### config.mk
export PLATFORM = sky130hd
export DESIGN_NAME = ordered_value_list_unit
export DESIGN_NICKNAME = d
export VERILOG_FILES = /design/src/ovl_pkg.sv /design/src/ordered_value_list_unit.sv /design/src/ovl_ram.sv /design/src/ovl_ctrl.sv
export SDC_FILE = /design/constraint.sdc
export NUM_CORES = 1
export LEC_CHECK = 0
export BUFFER_PORTS_ARGS = -buffer_cell sky130_fd_sc_hd__clkbuf_2
export CAP_MARGIN = 30
export CORE_ASPECT_RATIO = 1.75
export CORE_MARGIN = 1.5
export CORE_UTILIZATION = 50
export DETAILED_ROUTE_END_ITERATION = 12
export PLACE_DENSITY = 0.7
export SETUP_SLACK_MARGIN = 0.15
export SLEW_MARGIN = 10
export SYNTH_ARGS = -nofsm -noshare
export SYNTH_HDL_FRONTEND = slang
export SYNTH_SLANG_ARGS = --single-unit
### constraint.sdc
create_clock -name clk -period 4.4 [get_ports clk]
set_input_delay 0.88 -clock clk [delete_from_list [all_inputs] [get_ports clk]]
set_output_delay 0.88 -clock clk [all_outputs]
set_load 0.03 [all_outputs]
### src/ovl_pkg.sv
// Shared constants, codes, types and helpers for the ordered value list.
package ovl_pkg;

    localparam int DEPTH   = 16;
    localparam int ADDR_W  = (DEPTH > 1) ? $clog2(DEPTH) : 1;
    localparam int CNT_W   = $clog2(DEPTH + 1);
    localparam int VAL_W   = 32;
    localparam int KIND_W  = 2;
    localparam int COUNT_W = 5;

    localparam logic [KIND_W-1:0] KIND_APPEND = 2'd0;
    localparam logic [KIND_W-1:0] KIND_DELETE = 2'd1;
    localparam logic [KIND_W-1:0] KIND_CHECK  = 2'd2;

    typedef struct packed {
        logic [COUNT_W-1:0] count;
        logic               empty_res;
        logic               overflow;
        logic               found;
    } ovl_res_t;

    // The reported count is the entry count masked to the field width.
    function automatic logic [COUNT_W-1:0] count_field(input logic [CNT_W-1:0] c);
        logic [CNT_W+COUNT_W-1:0] w;
        w = {{COUNT_W{1'b0}}, c};
        return w[COUNT_W-1:0];
    endfunction

endpackage

### src/ordered_value_list_unit.sv
// Top level of the ordered value list: RAM, sequencer and output register.
// Append writes the value at the end of the list; check and delete scan the
// entries in order from the oldest until the first match, and delete then
// moves each later entry down one place.
// The sequencer takes a new request only after the result of the last one
// has moved on into the output register.
// Reset clears the entry count and control state; RAM contents stay undefined.
module ordered_value_list_unit
    import ovl_pkg::*;
(
    input  logic        clk,
    input  logic        rst_n,
    input  logic        s_tvalid,
    output logic        s_tready,
    input  logic [31:0] s_tdata,   // value[31:0]
    input  logic [1:0]  s_tuser,   // kind[1:0]
    output logic        m_tvalid,
    input  logic        m_tready,
    output logic [7:0]  m_tdata    // found[0], overflow[1], empty_res[2], count[7:3]
);

    logic              res_valid;
    logic              res_take;
    ovl_res_t          res;
    logic              ram_we;
    logic [ADDR_W-1:0] ram_waddr;
    logic [VAL_W-1:0]  ram_wdata;
    logic              ram_re;
    logic [ADDR_W-1:0] ram_raddr;
    logic [VAL_W-1:0]  ram_rdata;
    logic              out_valid_reg, out_valid_next;
    ovl_res_t          out_data_reg, out_data_next;

    ovl_ctrl u_ctrl (
        .clk       (clk),
        .rst_n     (rst_n),
        .req_valid (s_tvalid),
        .req_ready (s_tready),
        .req_kind  (s_tuser),
        .req_value (s_tdata),
        .res_valid (res_valid),
        .res_take  (res_take),
        .res       (res),
        .ram_we    (ram_we),
        .ram_waddr (ram_waddr),
        .ram_wdata (ram_wdata),
        .ram_re    (ram_re),
        .ram_raddr (ram_raddr),
        .ram_rdata (ram_rdata)
    );

    ovl_ram #(
        .DATA_W (VAL_W),
        .ADDR_W (ADDR_W),
        .DEPTH  (DEPTH)
    ) u_ram (
        .clk   (clk),
        .we    (ram_we),
        .waddr (ram_waddr),
        .wdata (ram_wdata),
        .re    (ram_re),
        .raddr (ram_raddr),
        .rdata (ram_rdata)
    );

    // A finished result moves into the output register once it is free.
    assign res_take = res_valid && (!out_valid_reg || m_tready);

    always_comb
    begin
        out_valid_next = out_valid_reg;
        out_data_next  = out_data_reg;
        if (res_take)
        begin
            out_valid_next = 1'b1;
            out_data_next  = res;
        end
        else if (m_tready)
        begin
            out_valid_next = 1'b0;
        end
    end

    always_ff @(posedge clk or negedge rst_n)
    begin
        if (!rst_n)
        begin
            out_valid_reg <= 1'b0;
        end
        else
        begin
            out_valid_reg <= out_valid_next;
        end
    end

    always_ff @(posedge clk)
    begin
        out_data_reg <= out_data_next;
    end

    assign m_tvalid = out_valid_reg;
    assign m_tdata  = {out_data_reg.count, out_data_reg.empty_res,
                       out_data_reg.overflow, out_data_reg.found};

endmodule

### src/ovl_ram.sv
// Simple dual-port synchronous RAM with one registered read port.
module ovl_ram #(
    parameter int DATA_W = 32,
    parameter int ADDR_W = 4,
    parameter int DEPTH  = 16
) (
    input  logic              clk,
    input  logic              we,
    input  logic [ADDR_W-1:0] waddr,
    input  logic [DATA_W-1:0] wdata,
    input  logic              re,
    input  logic [ADDR_W-1:0] raddr,
    output logic [DATA_W-1:0] rdata
);

    logic [DATA_W-1:0] mem [DEPTH];

    always_ff @(posedge clk)
    begin
        if (we)
        begin
            mem[waddr] <= wdata;
        end
    end

    always_ff @(posedge clk)
    begin
        if (re)
        begin
            rdata <= mem[raddr];
        end
    end

endmodule

### src/ovl_ctrl.sv
// Sequencer that scans, appends to and compacts the list held in RAM.
module ovl_ctrl
    import ovl_pkg::*;
(
    input  logic               clk,
    input  logic               rst_n,
    input  logic               req_valid,
    output logic               req_ready,
    input  logic [KIND_W-1:0]  req_kind,
    input  logic [VAL_W-1:0]   req_value,
    output logic               res_valid,
    input  logic               res_take,
    output ovl_res_t           res,
    output logic               ram_we,
    output logic [ADDR_W-1:0]  ram_waddr,
    output logic [VAL_W-1:0]   ram_wdata,
    output logic               ram_re,
    output logic [ADDR_W-1:0]  ram_raddr,
    input  logic [VAL_W-1:0]   ram_rdata
);

    localparam logic [2:0] ST_IDLE  = 3'd0;
    localparam logic [2:0] ST_START = 3'd1;
    localparam logic [2:0] ST_SCAN  = 3'd2;
    localparam logic [2:0] ST_SHIFT = 3'd3;
    localparam logic [2:0] ST_DONE  = 3'd4;

    logic [2:0]        state_reg, state_next;
    logic [KIND_W-1:0] kind_reg, kind_next;
    logic [VAL_W-1:0]  value_reg, value_next;
    logic [ADDR_W-1:0] idx_reg, idx_next;
    logic [CNT_W-1:0]  cnt_reg, cnt_next;
    logic              found_reg, found_next;
    logic              ovf_reg, ovf_next;
    logic [CNT_W-1:0]  idx_p1;
    logic [CNT_W-1:0]  idx_p2;

    assign idx_p1 = CNT_W'(idx_reg) + CNT_W'(1);
    assign idx_p2 = CNT_W'(idx_reg) + CNT_W'(2);

    always_ff @(posedge clk or negedge rst_n)
    begin
        if (!rst_n)
        begin
            state_reg <= ST_IDLE;
            cnt_reg   <= '0;
        end
        else
        begin
            state_reg <= state_next;
            cnt_reg   <= cnt_next;
        end
    end

    always_ff @(posedge clk)
    begin
        kind_reg  <= kind_next;
        value_reg <= value_next;
        idx_reg   <= idx_next;
        found_reg <= found_next;
        ovf_reg   <= ovf_next;
    end

    always_comb
    begin
        state_next = state_reg;
        kind_next  = kind_reg;
        value_next = value_reg;
        idx_next   = idx_reg;
        cnt_next   = cnt_reg;
        found_next = found_reg;
        ovf_next   = ovf_reg;
        ram_we     = 1'b0;
        ram_waddr  = idx_reg;
        ram_wdata  = value_reg;
        ram_re     = 1'b0;
        ram_raddr  = idx_p1[ADDR_W-1:0];

        unique case (state_reg)
            ST_IDLE:
            begin
                if (req_valid)
                begin
                    kind_next  = req_kind;
                    value_next = req_value;
                    found_next = 1'b0;
                    ovf_next   = 1'b0;
                    state_next = ST_START;
                end
            end
            ST_START:
            begin
                unique case (kind_reg)
                    KIND_APPEND:
                    begin
                        if (cnt_reg < CNT_W'(DEPTH))
                        begin
                            ram_we    = 1'b1;
                            ram_waddr = cnt_reg[ADDR_W-1:0];
                            cnt_next  = cnt_reg + CNT_W'(1);
                        end
                        else
                        begin
                            ovf_next = 1'b1;
                        end
                        state_next = ST_DONE;
                    end
                    KIND_DELETE, KIND_CHECK:
                    begin
                        if (cnt_reg == '0)
                        begin
                            state_next = ST_DONE;
                        end
                        else
                        begin
                            ram_re     = 1'b1;
                            ram_raddr  = '0;
                            idx_next   = '0;
                            state_next = ST_SCAN;
                        end
                    end
                    default:
                    begin
                        state_next = ST_DONE;
                    end
                endcase
            end
            ST_SCAN:
            begin
                // Read data belongs to entry idx_reg; the next entry is fetched meanwhile.
                if (ram_rdata == value_reg)
                begin
                    found_next = 1'b1;
                    if (kind_reg == KIND_CHECK)
                    begin
                        state_next = ST_DONE;
                    end
                    else if (idx_p1 == cnt_reg)
                    begin
                        cnt_next   = cnt_reg - CNT_W'(1);
                        state_next = ST_DONE;
                    end
                    else
                    begin
                        ram_re     = 1'b1;
                        state_next = ST_SHIFT;
                    end
                end
                else if (idx_p1 == cnt_reg)
                begin
                    state_next = ST_DONE;
                end
                else
                begin
                    ram_re   = 1'b1;
                    idx_next = idx_p1[ADDR_W-1:0];
                end
            end
            ST_SHIFT:
            begin
                // Entry idx_reg + 1 arrives and moves down one place.
                ram_we    = 1'b1;
                ram_wdata = ram_rdata;
                if (idx_p2 == cnt_reg)
                begin
                    cnt_next   = cnt_reg - CNT_W'(1);
                    state_next = ST_DONE;
                end
                else
                begin
                    ram_re    = 1'b1;
                    ram_raddr = idx_p2[ADDR_W-1:0];
                    idx_next  = idx_p1[ADDR_W-1:0];
                end
            end
            ST_DONE:
            begin
                if (res_take)
                begin
                    state_next = ST_IDLE;
                end
            end
            default:
            begin
                state_next = ST_IDLE;
            end
        endcase
    end

    assign req_ready     = (state_reg == ST_IDLE);
    assign res_valid     = (state_reg == ST_DONE);
    assign res.found     = found_reg;
    assign res.overflow  = ovf_reg;
    assign res.empty_res = (cnt_reg == '0);
    assign res.count     = count_field(cnt_reg);

    a_cnt_bound: assert property (@(posedge clk) disable iff (!rst_n)
        cnt_reg <= CNT_W'(DEPTH))
        else $error("entry count exceeds depth");

    a_ovf_full: assert property (@(posedge clk) disable iff (!rst_n)
        (res_valid && ovf_reg) |-> (cnt_reg == CNT_W'(DEPTH) && !found_reg))
        else $error("overflow reported while list not full");

    a_shift_range: assert property (@(posedge clk) disable iff (!rst_n)
        (state_reg == ST_SHIFT) |-> (idx_p1 < cnt_reg && kind_reg == KIND_DELETE))
        else $error("compaction outside the live entries");

    a_no_rw_clash: assert property (@(posedge clk) disable iff (!rst_n)
        (ram_we && ram_re) |-> (ram_waddr != ram_raddr))
        else $error("read and write to the same entry in one cycle");

endmodule

==> results of run 1 <==
## layout make-up
type | count | area share [%]
Sequential cell | 601 | 65.1
Multi-Input combinational cell | 901 | 23.2
Clock buffer | 63 | 4.93
Tap cell | 660 | 2.98
Timing Repair Buffer | 95 | 2.89
Clock inverter | 29 | 0.832
Inverter | 7 | 0.0950
## stage by stage
stage | cells | total power [W] | setup WS, ns | utilization, %
CTS | 2355 | 0.0224 | 0.532 | 56.1
global placement | 2261 | 0.0178 | 0.597 | 52.8
global route | 2356 | 0.0235 | 0.384 | 56.1
finish | 2356 | 0.0224 | 0.514 | 56.1
detailed placement | 2263 | 0.0180 | 0.547 | 52.8
floorplan | 1655 | 0.0149 | 1.15 | -
## critical path: cells and delay by family (launching register included)
kind | cells | cell delay [ns]
AOI/OAI and AO/OA | 2 | 0.65
xor gates and xnor gates | 1 | 0.32
adders and majority gates | 1 | 0.36
buffers and inverters | 1 | 0.60
DFF | 1 | 0.56
muxes | 1 | 0.37
and+or+nand+nor | 3 | 0.81
## worst paths after layout
kind,cells past startpoint,endpoint,slack [ns]
min in group clk,0,m_tdata[1],0.42
max in group asynchronous,1,u_ctrl.cnt_reg[1],4.05
min reg2reg,0,m_tdata[1],0.42
max reg2reg,9,u_ram.rdata[13],0.51
max,9,u_ram.rdata[13],0.51
min,1,u_ctrl.cnt_reg[0],0.15
## cell families after synthesis
logic type / share of synthesized area, %
AOI/OAI and AO/OA: 9.32
xor gates and xnor gates: 1.68
adders and majority gates: 0.433
buffers and inverters: 2.61
DFF: 72.4
muxes: 2.62
and+or+nand+nor: 11.0
## routing by layer
| layer | routed length [um] | global-route usage, % | vias to the layer above |
|---|---|---|---|
| li1 | - | - | 6677 |
| met1 | 23900 | 32.0 | 7577 |
| met2 | 32700 | 42.8 | 664 |
| met3 | 4060 | 3.23 | 150 |
| met4 | 2580 | 11.3 | 0 |
| met5 | 0 | 0 | - |
## cell usage in the layout (no fill, tap or decap), types with 16 or more instances in the layout
cell and instances:
a2111oi_0 62, a211oi_1 195, and3_1 195, buf_4 31, clkbuf_16 53, clkbuf_2 47, clkinv_1 17, edfxtp_1 592
mux2i_1 63, nand2_1 110, nor2_1 16, nor2_4 17, nor4_1 75, or4_1 32, xor2_1 38
## where the power goes
group          leakage (nW)  total [W]  internal (W)  switching (W)
clock                 0.769    0.00440       0.00238        0.00201
sequential             5.48    0.00808       0.00767       0.000411
combinational          3.11    0.00992       0.00340        0.00652
total                  9.36     0.0224        0.0134        0.00895
==> metrics.txt, run 1 <==
post-route cell area=approximately 28,000 um^2; DP Area=roughly 26,000 um^2; vias per inst=about 6.4; worst min-delay path class=in2async; Worst path max stage delay=0.61 ns; Mapped Area=roughly 25,000 um^2; CTS H-Tree Depth=2; static leakage=slightly above 9 nW; CTS sink cnt=601; share of layout cells above drive strength 1=a little under an eighth; Mapped Cells=between 1.5k and 2k; CTS Buffer Depth=3; most numerous cell in the Yosys netlist=edfxtp_1; CP Class=reg2reg; gr ovfl total=0; Layout Skew=0.0127 ns; TNS Setup=0 ns; syn nets=roughly 1.7k; Resized cells post-CTS=0; clk slew on worst S/H paths=0.07 ns; Power per Cell Area=~810 nW/um^2; vias in the first global route=around 15k; top cell type by total area after synthesis=edfxtp_1; CTS tree=yes; Die Y=between 200 and 300 um; worst path required time=between 4 and 5 ns; DR WL/cell=roughly 27 um; Largest register FFs=~500; warnings from Yosys=0; EDFF count, synth=approximately 590; Starting Density=between 50% and 60%; IO Count=48; slowest CP cell=a2111oi_0; vias post-DR=~15k; Max rail drop VDD=~1200 uV; row count=approximately 110; Fin. Hold Viols=0; first-pass GRT wire length=around 94,000 um; buffers added on ports=47; Setup-failing EPs final=0; drt drc=0; pin count of the biggest net entering global routing=between 150 and 200; largest cells by area after synthesis=edfxtp_1, a211oi_1, and3_1, mux2i_1, a2111oi_0; Peak Freq=between 0.2 and 0.3 GHz; Clock Latency Late Sink=between 0.5 and 0.6 ns; post-DP HPWL=32,800 um; Setup crit end kind=flip-flop; gpl congestion=0.823; TritonCTS Buffers=52; remaining antenna violation count=0; Crit Path Max Fanout=about 190; max cap viols=0; CTS hold repair buffers=0; DRT iter0 DRCs=around 1.6k; Tcrit/Tclk final=about nine tenths; Synth top area share=roughly 71%; most frequent cells after synthesis=edfxtp_1, a211oi_1, and3_1, clkbuf_1, nand2_1; area grow syn2layout=11.2%; multi-input logic area=6420 um^2; n_diodes=0; crit path from=u_ctrl.idx_reg[2]; Slew Limit Headroom=between 30 and 40%; ys async rst share=under 10%; CP Launch Type=flip-flop; crit-path cells=ha_1 -> xor3_1 -> nor4_4 -> mux2i_4 -> buf_12 -> and3_1 -> a211oi_1 -> a2111oi_0 -> or4_1; Crit path arrival time=about 4.3 ns; drt pass-1 iters=5; Fillers=~3.8k; initial antenna violation count=0; fin nets=1,704; Routed WL=63,300 um; Yosys reg bits=about 600; main flop type after synthesis=edfxtp_1; minimum clock period=between 3 and 4 ns; worst-margin pin slew=just under 1 ns; Final Max Slew Viols=0; mean post-synth cell area=between 15 and 20 um^2; synth unique cells=between 50 and 60; RSZ-0062 raised after global routing=no; final hold slack=approximately 0.15 ns; Overall Global Routing Usage=between 20% and 30%; Post-CTS Setup Repair Bufs=0; sequential area share after synthesis=72.4%; CTS root buffer=clkbuf_16; Die ar.=a little over 50,000 um^2; worst r2r src=u_ctrl.idx_reg[2]; FF/Latch Area=18,000 um^2; Core Region=between 40,000 and 50,000 um^2; outcome=finished clean; die width=between 150 and 200 um
Power figures use the tool's default switching activity.
==> run 2: changes to the inputs <==
Settings changed: REMOVE_ABC_BUFFERS set to 1.
==> run 2 against run 1 <==
Against the previous run:
- global-route usage down 0.31 points
- fmax shrank 2.9%
- clock skew increased by 0.013 ns
- non-clock buffer count rose by 5
- critical path depth shrank 1
- routed wire length is 0.81% lower
==> metrics.txt, run 2 (synthesis gave the netlist of run 1 again) <==
outcome=finished clean; reg2reg end=u_ram.rdata[21]; Fillers=roughly 3.8k; Routed WL=between 60,000 and 70,000 um; R2R cell count=8; die width=between 150 and 200 um; clk slew on worst S/H paths=roughly 0.070 ns; initial antenna violation count=0; vias post-DR=around 15k; static leakage=~9.5 nW; Core Region=a little under 50,000 um^2; CP Class=reg2reg; minimum clock period=4.00 ns; Final Max Slew Viols=0; remaining antenna violation count=0; row count=about 110; CTS hold repair buffers=0; crit path from=u_ctrl.cnt_reg[2]; Post-CTS Setup Repair Bufs=0; Slew Limit Headroom=around a quarter; CTS root buffer=clkbuf_16; Layout Skew=approximately 0.025 ns; Die Y=slightly below 300 um; pin count of the biggest net entering global routing=approximately 200; Starting Density=50.4%; drt pass-1 iters=7; Setup-failing EPs final=0; area grow syn2layout=12.0%; gpl congestion=roughly 0.83; CTS Buffer Depth=3; Clock Latency Late Sink=~0.60 ns; DR WL/cell=roughly 27 um; buffers added on ports=47; Overall Global Routing Usage=24.8%; max cap viols=0; CP Launch Type=flip-flop; worst path required time=4.72 ns; commonest non-fill, non-tap cell in the layout=edfxtp_1; final hold slack=approximately 0.15 ns; Reg2Reg Setup Slack=about 0.40 ns; vias per inst=about 6.4; CP Capture Point=u_ram.rdata[21]; IO Count=48; Resized cells post-CTS=0; vias in the first global route=15.2k; Die ar.=about 51,000 um^2; worst r2r src=u_ctrl.cnt_reg[2]; Max rail drop VDD=roughly 970 uV; Fin. Hold Viols=0; TritonCTS Buffers=51; fin nets=around 1.7k; final worst-path setup slack=~0.40 ns; pre-CTS WS=0.562 ns; CTS sink cnt=between 600 and 700; worst-margin pin slew=roughly 1.1 ns; Tcrit/Tclk final=91.0%; gr ovfl total=0; CTS tree=yes; Crit Path Max Fanout=194; Finished Core Util=a little under three fifths; commonest cells after routing, fill and taps aside=edfxtp_1, and3_1, a211oi_1; Power per Cell Area=approximately 800 nW/um^2; share of layout cells above drive strength 1=12.7%; post-DP HPWL=32,000 um; CTS H-Tree Depth=2; RSZ-0062 raised after global routing=no; Setup crit end kind=flip-flop; first-pass GRT wire length=roughly 93,000 um; worst min-delay path class=in2async; drt drc=0; total power=between 0.02 and 0.025 W; Largest register FFs=roughly 500; DRT iter0 DRCs=between 1.5k and 2k; Peak Freq=0.250 GHz; Crit path arrival time=roughly 4.3 ns; n_diodes=0
==> run 2: through the flow <==
step,TNS (ns),cells,cell area [um^2]
2_1_floorplan,-371.45,1509,24300
3_3_place_gp,0,2267,26100
3_5_place_dp,0,2267,26100
4_1_cts,0,2363,27800
5_1_grt,0,2365,27900
6_report,0,2365,27900
==> run 2: power by group <==
group          internal (W)  leakage [nW]  total (W)  switching (W)
combinational       0.00348          3.15     0.0101        0.00660
clock               0.00252         0.832    0.00463        0.00211
sequential          0.00766          5.48    0.00803       0.000365
==> run 2: worst max-delay path, cell delays in order (launching register included) <==
cell and delay [ns]:
dfrtp_1 0.53, or2_2 0.38, o41ai_2 0.64, a32oi_4 0.23, buf_12 0.26, and3_1 0.48, a211oi_1 0.23, nor4_1 0.10
or4_1 0.51
==> run 2: area by class of cell <==
class,instances,area (um^2),area share [%]
tap,660,826,2.96
clock buffer,53,1280,4.61
sequential,601,18000,64.6
inverter,7,26.3,0.0943
timing repair buffer,100,888,3.19
clock inverter,43,428,1.54
multi-input combinational,901,6420,23.0
==> run 2: worst min-delay path by stage <==
stage,from,to,slack (ns),cells past startpoint
floorplan,u_ctrl.found_reg,m_tdata[0],0.40,0
global placement,u_ctrl.found_reg,m_tdata[0],0.41,0
detailed placement,u_ctrl.ovf_reg,m_tdata[1],0.42,0
CTS,rst_n,m_tvalid,0.14,1
global route,rst_n,m_tvalid,0.15,1
finish,rst_n,u_ctrl.state_reg[2],0.15,1
==> run 2: routing by layer <==
metal / global-route usage [%] / share of wire, % / routed length [um] / vias up
met2: 41.9 / 51 / 32100 / 690
met3: 2.74 / 6.9 / 4310 / 141
li1: - / - / - / 6674
met1: 31.8 / 38 / 23900 / 7682
met4: 12.2 / 4.0 / 2530 / 0
met5: 0 / 0 / 0 / -
